## config.mk

```make
export PLATFORM = sky130hd
export DESIGN_NAME = auto_ranging_three_zone_level_meter
export DESIGN_NICKNAME = d
export VERILOG_FILES = /design/src/design/lvlm_pkg.sv /design/src/design/auto_ranging_three_zone_level_meter.sv
export SDC_FILE = /design/constraint.sdc
export NUM_CORES = 1
export LEC_CHECK = 0
export BUFFER_PORTS_ARGS = -buffer_cell sky130_fd_sc_hd__buf_4
export CELL_PAD_IN_SITES_DETAIL_PLACEMENT = 1
export CELL_PAD_IN_SITES_GLOBAL_PLACEMENT = 1
export CORE_MARGIN = 2
export CORE_UTILIZATION = 40
export CTS_BUF_LIST = sky130_fd_sc_hd__clkbuf_16
export DETAILED_ROUTE_END_ITERATION = 12
export MAX_ROUTING_LAYER = met4
export PLACE_DENSITY = 0.78
export SETUP_SLACK_MARGIN = 0.4
export SLEW_MARGIN = 0
export SYNTH_ARGS = -nofsm -noshare
export SYNTH_HDL_FRONTEND = slang
export SYNTH_SLANG_ARGS = --single-unit
```

## constraint.sdc

```tcl
create_clock -name clk -period 30.1 [get_ports clk]
set_input_delay 3.01 -clock clk [delete_from_list [all_inputs] [get_ports clk]]
set_output_delay 3.01 -clock clk [all_outputs]
set_load 0.03 [all_outputs]
```

## src/design/lvlm_pkg.sv

```systemverilog
// level meter package: zone codes, types and the voltage digit helpers
`timescale 1ns / 1ps
`default_nettype none

package lvlm_pkg;

  typedef logic [1:0]  zone_t;
  typedef logic [15:0] sample_t;
  typedef logic [5:0]  char_t;

  localparam zone_t ZONE_LOW  = 2'd0;
  localparam zone_t ZONE_MID  = 2'd1;
  localparam zone_t ZONE_HIGH = 2'd2;

  localparam logic [8:0] HUNDREDTHS_AT_FULL = 9'd330;
  localparam char_t      ASCII_ZERO         = 6'h30;

  // digit characters of one voltage report
  typedef struct packed {
    char_t volts;
    char_t tenths;
    char_t hundredths;
  } volt_chars_t;

  // zone of x against thresholds floor(peak/3) and floor(2*peak/3),
  // compared without dividing: x < floor(p/3) iff 3x+3 <= p,
  // x <= floor(2p/3) iff 3x <= 2p
  function automatic zone_t zone_of(input sample_t x, input sample_t peak);
    logic [17:0] x3;
    logic [17:0] p1;
    logic [17:0] p2;
    zone_t       z;
    x3 = {2'b00, x} + {1'b0, x, 1'b0};
    p1 = {2'b00, peak};
    p2 = {1'b0, peak, 1'b0};
    if ((x3 + 18'd3) <= p1) begin
      z = ZONE_LOW;
    end else if (x3 <= p2) begin
      z = ZONE_MID;
    end else begin
      z = ZONE_HIGH;
    end
    return z;
  endfunction

  // ascii digits of floor(s*330/65535) hundredths of a volt
  function automatic volt_chars_t volt_chars(input sample_t s);
    logic [24:0] prod;
    logic [25:0] sum;
    logic [8:0]  v;
    logic [16:0] v205;
    logic [13:0] v41;
    logic [5:0]  t;
    logic [1:0]  d;
    logic [3:0]  tdig;
    logic [3:0]  hdig;
    volt_chars_t c;
    prod = {9'd0, s} * {16'd0, HUNDREDTHS_AT_FULL};
    // divide by 65535: (n + (n >> 16) + 1) >> 16
    sum  = {1'b0, prod} + {17'd0, prod[24:16]} + 26'd1;
    v    = sum[24:16];
    // v / 10 and v / 100 by reciprocal multiply, exact for v <= 330
    v205 = {8'd0, v} * 17'd205;
    v41  = {5'd0, v} * 14'd41;
    t    = v205[16:11];
    d    = v41[13:12];
    tdig = 4'(t - 6'(d * 4'd10));
    hdig = 4'(v - 9'(t * 4'd10));
    c.volts      = ASCII_ZERO + {4'd0, d};
    c.tenths     = ASCII_ZERO + {2'd0, tdig};
    c.hundredths = ASCII_ZERO + {2'd0, hdig};
    return c;
  endfunction

endpackage

`default_nettype wire

```

## src/design/auto_ranging_three_zone_level_meter.sv

```systemverilog
// level meter top level: input register, zone and report logic, result register
// an input transaction passes the input register, then the result register
// throughput: one transaction per cycle while out_ready keeps the result stage
// moving, set by the single input/result stage pair; arm transactions produce
// no result and pass the stage even under a result stall; reset: synchronous
// active low; clears peak, previous sample, pending report and both valid flags
`timescale 1ns / 1ps
`default_nettype none

module auto_ranging_three_zone_level_meter
  import lvlm_pkg::*;
(
  input  wire logic        clk,
  input  wire logic        rst_n,
  input  wire logic        in_valid,
  output logic             in_ready,
  input  wire logic        in_action,
  input  wire logic [15:0] in_sample,
  output logic             out_valid,
  input  wire logic        out_ready,
  output logic             out_toggle_red,
  output logic             out_toggle_green,
  output logic             out_toggle_blue,
  output logic             out_report_valid,
  output logic [5:0]       out_volts_char,
  output logic [5:0]       out_tenths_char,
  output logic [5:0]       out_hundredths_char
);

  logic        in_v_r;
  logic        in_action_r;
  sample_t     in_sample_r;
  sample_t     peak_r;
  sample_t     peak_nxt;
  sample_t     prev_r;
  logic        pend_r;
  logic        pend_nxt;
  logic        out_valid_r;
  logic        out_valid_nxt;
  logic        red_r;
  logic        green_r;
  logic        blue_r;
  logic        rep_r;
  char_t       volts_r;
  char_t       tenths_r;
  char_t       hund_r;
  logic        adv;
  logic        take_sample;
  zone_t       zone_new;
  zone_t       zone_prev;
  logic        change;
  volt_chars_t chars;

  // stage handshake
  assign adv         = in_v_r && (in_action_r || !out_valid_r || out_ready);
  assign take_sample = adv && !in_action_r;
  assign in_ready    = !in_v_r || adv;

  // peak update and zone classification against updated thresholds
  always_comb begin
    peak_nxt  = (in_sample_r > peak_r) ? in_sample_r : peak_r;
    zone_new  = zone_of(in_sample_r, peak_nxt);
    zone_prev = zone_of(prev_r, peak_nxt);
    change    = (in_sample_r != prev_r) && (zone_new != zone_prev);
    chars     = volt_chars(in_sample_r);
  end

  // pending report and result valid
  always_comb begin
    pend_nxt = pend_r;
    if (adv && in_action_r) begin
      pend_nxt = 1'b1;
    end else if (take_sample) begin
      pend_nxt = 1'b0;
    end
    out_valid_nxt = out_valid_r;
    if (take_sample) begin
      out_valid_nxt = 1'b1;
    end else if (out_ready) begin
      out_valid_nxt = 1'b0;
    end
  end

  // control state
  always_ff @(posedge clk) begin
    if (!rst_n) begin
      in_v_r      <= 1'b0;
      out_valid_r <= 1'b0;
      peak_r      <= '0;
      prev_r      <= '0;
      pend_r      <= 1'b0;
    end else begin
      if (in_ready) begin
        in_v_r <= in_valid;
      end
      out_valid_r <= out_valid_nxt;
      pend_r      <= pend_nxt;
      if (take_sample) begin
        peak_r <= peak_nxt;
        prev_r <= in_sample_r;
      end
    end
  end

  // input transaction register
  always_ff @(posedge clk) begin
    if (in_ready && in_valid) begin
      in_action_r <= in_action;
      in_sample_r <= in_sample;
    end
  end

  // result register
  always_ff @(posedge clk) begin
    if (take_sample) begin
      red_r    <= change && (zone_new == ZONE_LOW  || zone_prev == ZONE_LOW);
      green_r  <= change && (zone_new == ZONE_MID  || zone_prev == ZONE_MID);
      blue_r   <= change && (zone_new == ZONE_HIGH || zone_prev == ZONE_HIGH);
      rep_r    <= pend_r;
      volts_r  <= pend_r ? chars.volts      : '0;
      tenths_r <= pend_r ? chars.tenths     : '0;
      hund_r   <= pend_r ? chars.hundredths : '0;
    end
  end

  assign out_valid           = out_valid_r;
  assign out_toggle_red      = red_r;
  assign out_toggle_green    = green_r;
  assign out_toggle_blue     = blue_r;
  assign out_report_valid    = rep_r;
  assign out_volts_char      = volts_r;
  assign out_tenths_char     = tenths_r;
  assign out_hundredths_char = hund_r;

endmodule

`default_nettype wire

```

* Word level (Yosys, flattened, before mapping) *
Index checks and enable logic that the tools add are counted.

word-level totals
  output and inout bits = 24
  word-level logic and storage cells = 71
  input bits = 21
  flip-flop bits (word level) = 74

operators by class
  equal/unequal tests = 6
  multipliers = 5
  add/sub/neg operators = 11
  reductions and logical operators = 21
  mux-type cells = 9
  order comparisons = 5

operator list
  kind                                                  number
  adder 16 x 17 -> 18 bit                               2
  adder 18 x 2 -> 18 bit (second input constant)        2
  <= comparator 18 x 16 -> 1 bit                        2
  <= comparator 18 x 17 -> 1 bit                        2
  adder 25 x 1 -> 25 bit (second input constant)        1
  adder 25 x 9 -> 25 bit                                1
  multiplier 16 x 8 -> 24 bit (second input constant)   1
  multiplier 9 x 8 -> 17 bit (second input constant)    1
  > comparator 16 bit                                   1
  two-way mux 16 bit                                    1
  != test 16 bit                                        1
  multiplier 9 x 6 -> 14 bit (second input constant)    1
  adder 5 x 5 -> 6 bit (first input constant)           2
  logical AND 1 bit                                     8
  two-way mux 2 bit                                     4
  subtractor 4 bit                                      2
  adder 5 x 3 -> 6 bit (first input constant)           1
  logical OR 1 bit                                      6
  multiplier 6 x 3 -> 3 bit (second input constant)     1
  equality test 2 x 1 -> 1 bit (second input constant)  2
  equality test 2 bit (second input constant)           2
  logical NOT 2 bit                                     2
  two-way mux 1 bit                                     4
  nonzero test 2 bit                                    2
  3 further kinds                                       5

* Longest topological paths before layout *
Gate-level depths: netlist of run 1.

  depth after elaboration = 8
  mapped depth = 45
  mapped depth without buffers = 44

* Worst setup path before layout of run 1 *
OpenSTA, ideal clock, no wires.

  kind = register -> register
  from = register in_sample_r[5]
  to = register tenths_r[3] (netlist: out_tenths_char[3]) (data pin)
  slack = 19.538 ns
  library setup time = 0.259 ns
  path buffers = 1
  required time = 29.841 ns
  clock period less this slack = 10.562 ns
  cell stages (with the launch flop) = 44
  data arrival time = 10.304 ns
  cell sequence = edfxtp_1 ha_1 fa_1 fa_1 ha_1 ha_1 buf_2 or3_1 o211ai_2 nor3_1 o21a_1 o21a_1 or3_1 nand2_1 inv_1 ha_1 a21o_1 and4_1 [8 not listed] fa_1 fa_1 fa_1 inv_1 ha_1 a21o_1 a21o_1 a21oi_1 nand2b_1 o21ai_0 xor2_1 ha_1 fa_1 xnor2_1 xnor2_1 xnor2_1 xnor3_1 nor2_1

on the way
  word-level cells in the longest chain between the ends = 7
  elaborated cells between the ends (all ways) = 8
  classes of those cells = add/sub: 4; mul: 4

RTL lines
  what                           line                                        text
  start, declared                auto_ranging_three_zone_level_meter.sv:32   sample_t in_sample_r;
  start signal, assigned         auto_ranging_three_zone_level_meter.sv:109  in_sample_r <= in_sample;
  multiplier 16 x 8 -> 24 bit *  lvlm_pkg.sv:58                              prod = {9'd0, s} * {16'd0, HUNDREDTHS_AT_FULL};
  adder 25 x 9 -> 25 bit *       lvlm_pkg.sv:60                              sum = {1'b0, prod} + {17'd0, prod[24:16]} + 26'd1;
  adder 25 x 1 -> 25 bit *       lvlm_pkg.sv:60
  multiplier 9 x 6 -> 14 bit     lvlm_pkg.sv:64                              v41 = {5'd0, v} * 14'd41;
  multiplier 2 x 3 -> 3 bit      lvlm_pkg.sv:67                              tdig = 4'(t - 6'(d * 4'd10));
  subtractor 4 bit *             lvlm_pkg.sv:67
  adder 5 x 5 -> 6 bit *         lvlm_pkg.sv:70                              c.tenths = ASCII_ZERO + {2'd0, tdig};
  end signal, assigned           auto_ranging_three_zone_level_meter.sv:121  tenths_r <= pend_r ? chars.tenths : '0;
  end, declared                  auto_ranging_three_zone_level_meter.sv:45   char_t tenths_r;

Mark *: on every way between the ends. The rest lies on a longest branch, timed or not.
A chain may end at the register's enable or synchronous reset.

* Worst setup path after layout of run 1 *
  from = register in_sample_r[3]
  to = register tenths_r[3] (netlist: out_tenths_char[3]) (data pin)

The elaborated chain is that of the path after synthesis.

==> out/qor.yml, run 1 <==
clock_tree:
  cts-root-buf: "clkbuf_16"
  clkSlewWorstSetupHoldPaths_ns: 0.06
  cts_setup_buffers: 0
  ctsResizeCount: 0
  cts_buffers: 9
  htreeDepth: 3
  cts_sinks: 67
  clockBufferDepth: 2
  clk_latency_ns: 0.35
  cts_tree: "yes"
  ctsHoldBuffers: 0
setup_path:
  path_max_fanout: 10
  slowest_delay_ns: 0.70
  critPathSlowestCell: "xnor2_1"
  crit_type: "flop to flop"
  start_kind: "flop"
  required_ns: 30.31
  rr_worst_depth: 42
  path_common_cell: "ha_1"
  worstPathArrival_ns: 12.17
  end_kind: "flop"
global_routing:
  grt_max_degree: 62
  grt_pass1_vias: 9797
  grt_antenna_before_repair: 0
  track_usage_pct: 22.5
  gr-total-overflow: 0
  grt_pass1_wl_mm: 50.4
synth:
  synth.distinct_cells: 88
  yosysMostFrequentCell: "ha_1"
  yosys.area.top_type_share_pct: 28.7
  synth_area_leaders: "ha_1 (29%), edfxtp_1 (8.7%), fa_1 (7.4%)"
  yosysSeqAreaShare_pct: 15.1
  synth-edff-count: 32
  yosys_register_bits: 67
  synth_area_um2: 11000
  synth_top_area_cell: "ha_1"
  synthFlopType: "dfxtp_1"
  ys_warn_count: 0
  syn_inst: 1232
  syn_area_per_cell_um2: 8.94
  synthArstFlopShare_pct: 0
  netlist_top_cells_count: "ha_1 (253), inv_1 (132), a21oi_1 (88)"
placed_design:
  portBuffers: 42
  dp_hpwl_mm: 25.7
  pre_cts_ws_ns: 18.23
  dpl_cell_area_um2: 11600
  routabilityCongestion: 0.927
sta:
  fin_worst_skew_ns: 0.00624
  setup_viol_count_final: 0
  max_freq_mhz: 83.6
  fin_hold_ws_ns: 0.519
  fin_ws_ns: 18.14
  max_slew_margin_pct: 23.1
  finalHoldViolCount: 0
  rsz0062_at_grt: "no"
  worst_slew_pin_slew_ns: 1.15
  drv_slew: 0
  setup_tns_ns: 0
  period_needed_ns: 11.96
  fin_crit_sh_pct: 39.7
routing:
  drcViolationCount: 0
  dr.first_iter.drc_count: 386
  routed_wl_mm: 31.0
  dr_total_vias: 9313
  ant_nets: 0
  viasPerCell: 5.79
  avgRoutedWirePerCell_um: 19.3
  drt-pass1-iter-count: 5
layout:
  multi_input_area_um2: 8730
  syn_to_final_growth_pct: 8.57
  final_area_um2: 12000
  n_fill_cell: 3160
  seq_area_um2: 1660
  final_nets: 1578
  n_antenna_cell: 0
  drive_gt1_share_pct: 7.26
die:
  dieWidth_um: 170
  die_h_um: 170
  dieArea_um2: 28900
  rows: 60
  start_util_pct: 40.8
  io_pins: 45
  core_area_um2: 27000
status:
  run_status: "finished clean"
worst_hold_path:
  holdPathStages: 2
  hold_path_class: "flop to flop"
run:
  max-cap-violations: 0
path summary, 6_finish.rpt:
kind                                startpoint                  to  slack [ns]
worst max-delay path            in_sample_r[3]  out_tenths_char[3]       18.14
worst min-delay path                 peak_r[9]           peak_r[9]        0.52
worst max register to register  in_sample_r[3]  out_tenths_char[3]       18.14
worst min register to register       peak_r[9]           peak_r[9]        0.52
cells in the final DEF, fill, tap and decap left out, types with 15 or more instances in the layout:
cell type and instances:
ha_1 253, inv_1 131, buf_4 43, a21oi_1 88
edfxtp_1 32, a21o_1 45, nand4_1 26, nand3_1 24
fa_1 41, a211oi_1 24, dfxtp_1 35, and3_1 15
nor2_1 63, nand2_1 70, xor2_1 37, xnor2_1 58
mux2i_1 20, o21ai_0 38
per-layer routing:
layer	share of wire (%)	track usage [%]	wire (um)
met2	47	37.9	14600
met3	3.9	3.40	1210
met4	1.6	4.57	504
met1	47	28.8	14700
met5	0	-	0
critical path: cells and delay by family (launching register included):
kind | cells | cell delay (ns)
fa+ha+maj | 13 | 5.10
compound gates | 13 | 2.98
xor+xnor | 6 | 1.56
simple gates | 7 | 1.24
flops | 1 | 0.60
buf+inv | 3 | 0.32
state kept, by name, summed over array words and instances (netlist names), 2 cells and up:
| register | count |
|---|---|
| prev_r | 16 |
| in_sample_r | 16 |
| out_tenths_char | 5 |
| peak_r | 16 |
| out_hundredths_char | 4 |
| out_volts_char | 2 |
metrics by stage:
| stage | util (%) | instances |
|---|---|---|
| after floorplan | - | 1233 |
| after global routing | 44.3 | 1609 |
| after CTS | 44.3 | 1609 |
| final | 44.3 | 1609 |
| after detailed placement | 43.1 | 1593 |
| after global placement | 43.1 | 1593 |
kinds of logic after synthesis:
group / share of synthesized area, %
and+or+nand+nor: 14.4
adders and majority gates: 36.2
AOI/OAI and AO/OA: 18.0
buffers and inverters: 5.70
xor gates and xnor gates: 8.68
DFF: 15.1
muxes: 1.92
other: 0.0340
final cells by class:
type	instances	share of cell area (%)
Timing Repair Buffer	43	2.70
Clock buffer	9	1.88
Sequential cell	67	13.9
Tap cell	341	3.57
Inverter	133	4.17
Multi-Input combinational cell	1009	73.0
Clock inverter	7	0.774
Power of run 1 is not shown: default switching activity piles up to over one toggle a cycle in this logic, so the estimate is an artifact.
==> run 2: changes to the inputs <==
- ABC_AREA: default -> 1
- PLACE_DENSITY: 0.78 -> 0.8
- clock period: 30.1 -> 12.1 ns (I/O delays scaled with it)
==> run 2 against run 1 <==
Net effect: synthesized area grew 5.1%; worst hold slack lost 0.012 ns; non-clock buffer count grew 30; via count grew 14%; first-iteration DRC count grew 40%; fmax grew 11%; global-route usage grew 1.4 points; clock skew grew 0.0072 ns; flip-flop and latch count is the same; worst setup slack lost 17 ns.
==> out/qor.yml, run 2 <==
status:
  run_status: "finished clean"
placed_design:
  portBuffers: 42  # unchanged
  dp_hpwl_mm: 29.0  # +13%
  routabilityCongestion: 0.893  # -3.6%
  dpl_cell_area_um2: 12400  # +6.6%
  pre_cts_ws_ns: 1.28  # -16.95 ns
synth:
  synth_area_um2: 11600  # +5.1%
  yosys_register_bits: 67  # unchanged
  synth_area_leaders: "ha_1 (27%), nand2_1 (11%), inv_1 (8.6%)"
  yosys.area.top_type_share_pct: 27.3  # -1.4 points
  synth-edff-count: 32  # unchanged
  ys_warn_count: 0  # unchanged
  synthFlopType: "dfxtp_1"
  syn_inst: 1547  # +26%
  synth_top_area_cell: "ha_1"
  syn_area_per_cell_um2: 7.49  # -16%
  synthArstFlopShare_pct: 0  # unchanged
  yosysSeqAreaShare_pct: 14.3  # -0.73 points
  synth.distinct_cells: 58  # -34%
  yosysMostFrequentCell: "nand2_1"
  netlist_top_cells_count: "nand2_1 (327), inv_1 (266), ha_1 (253)"
layout:
  final_common_cell: "nand2_1"
  layout_common_cells: "nand2_1 (327), inv_1 (266), ha_1 (253)"
  final_area_um2: 12900  # +7.4%
  post-route-util_pct: 44.9  # +0.64 points
  n_antenna_cell: 0  # unchanged
  syn_to_final_growth_pct: 11.0
  reg_top3: "in_sample_r x16, peak_r x16, prev_r x16"
  drive_gt1_share_pct: 11.2  # +3.9 points
  final_nets: 1928  # +22%
setup_path:
  cp_num_buf_inv: 6  # +3
  crit_type: "flop to flop"
  end_kind: "flop"
  path_common_cell: "nand2_1"
  cp_top_family: "adder cells"
  slowest_delay_ns: 0.71  # about the same
  worstPathArrival_ns: 10.92  # -1.25 ns
  start_kind: "flop"
  path_max_fanout: 10  # unchanged
  required_ns: 12.20  # -18.11 ns
  critPathSlowestCell: "edfxtp_1"
  rr_startpoint: "in_sample_r[6]"
  startpoint: "in_sample_r[6]"
global_routing:
  grt_pass1_vias: 11052  # +13%
  grt_max_degree: 43  # -31%
  track_usage_pct: 23.9  # +1.4 points
  grt_pass1_wl_mm: 56.6  # +12%
  gr-total-overflow: 0  # unchanged
  grt_antenna_before_repair: 0  # unchanged
clock_tree:
  clockBufferDepth: 2  # unchanged
  cts-root-buf: "clkbuf_16"
  clk_latency_ns: 0.35  # about the same
  htreeDepth: 3  # unchanged
  cts_sinks: 67  # unchanged
  clkSlewWorstSetupHoldPaths_ns: 0.06  # about the same
  cts_buffers: 9  # unchanged
  cts_tree: "yes"
sta:
  drv_slew: 0  # unchanged
  fin_crit_sh_pct: 89.4  # +50 points
  fin_worst_skew_ns: 0.0135  # +0.00721 ns
  setup_tns_ns: 0  # unchanged
  period_needed_ns: 10.82  # -1.14 ns
  fin_ws_ns: 1.28  # -16.86 ns
  finalHoldViolCount: 0  # unchanged
  rsz0062_at_grt: "no"
  setup_viol_count_final: 0  # unchanged
  max_freq_mhz: 92.4  # +11%
  max_slew_margin_pct: 12.8  # -10 points
  worst_slew_pin_slew_ns: 1.29  # +0.143 ns
worst_hold_path:
  hold_path_class: "flop to flop"
  min_from: "peak_r[5]"
routing:
  dr_total_vias: 10572  # +14%
  ant_nets: 0  # unchanged
  drcViolationCount: 0  # unchanged
  routed_wl_mm: 34.8  # +12%
  viasPerCell: 5.28  # -8.8%
  avgRoutedWirePerCell_um: 17.4  # -9.8%
  dr.first_iter.drc_count: 540  # +40%
  drt-pass1-iter-count: 5  # unchanged
run:
  max-cap-violations: 0  # unchanged
die:
  rows: 62  # +3.3%
  core_area_um2: 28600  # +5.9%
  dieWidth_um: 174  # +2.5%
  start_util_pct: 40.5  # -0.31 points
  dieArea_um2: 30300  # +5.0%
  die_h_um: 174  # +2.5%
  io_pins: 45  # unchanged
-- run 2: cell families after synthesis --
kind of cell	Yosys count	share of synthesized area (%)
compound gates	214	10.9
other cells	1	0.0324
xor+xnor	86	7.41
buf+inv	296	9.82
flops	67	14.3
simple gates	589	23.1
fa+ha+maj	294	34.4
-- run 2: stage by stage --
| step | hold WS [ns] | std cells |
|---|---|---|
| after detailed placement | 0.490 | 1971 |
| after CTS | 0.507 | 1987 |
| after global routing | 0.532 | 2002 |
| after global placement | 0.481 | 1971 |
| final | 0.507 | 2002 |
| after floorplan | 0.467 | 1548 |
-- run 2: final timing paths --
| check | to | slack (ns) | depth (start not counted) |
|---|---|---|---|
| worst max register to register | out_tenths_char[3] | 1.28 | 45 |
| worst min-delay path | peak_r[5] | 0.51 | 2 |
| worst max-delay path | out_tenths_char[3] | 1.28 | 45 |
| worst min register to register | peak_r[5] | 0.51 | 2 |
-- run 2: worst reg2reg max path, delay by kind of cell (launching register included) --
kind | cells | cell delay [ns]
AOI/OAI and AO/OA | 5 | 1.42
xor gates and xnor gates | 3 | 0.66
adders and majority gates | 12 | 4.97
buffers and inverters | 6 | 0.58
DFF | 1 | 0.71
and+or+nand+nor | 19 | 2.23
-- run 2: metal layers --
| metal | wire length, um | share of wire [%] | up-vias | GRT usage (%) |
|---|---|---|---|---|
| li1 | - | - | 5238 | - |
| met1 | 16400 | 47 | 5153 | 31.0 |
| met2 | 16800 | 48 | 146 | 40.1 |
| met3 | 1010 | 2.9 | 35 | 2.65 |
| met4 | 586 | 1.7 | 0 | 5.57 |
| met5 | 0 | 0 | - | - |
-- run 2: cell type report --
class / instances / area (um2)
clock buffers: 9 / 225
clock inverters: 7 / 98.8
fillers: 3596 / 15800
inverters: 277 / 1040
multi-input cells: 1185 / 8800
flip-flops and latches: 67 / 1660
well taps: 384 / 480
repair buffers: 73 / 548
-- run 2: repair_timing --
action                                  4_1_cts  5_1_grt
hold buffers                                  0        0
endpoints found under the setup margin        0        1
setup buffers                                 0       15
resized for setup                             0        2
Power of run 2 is left out for the same reason.
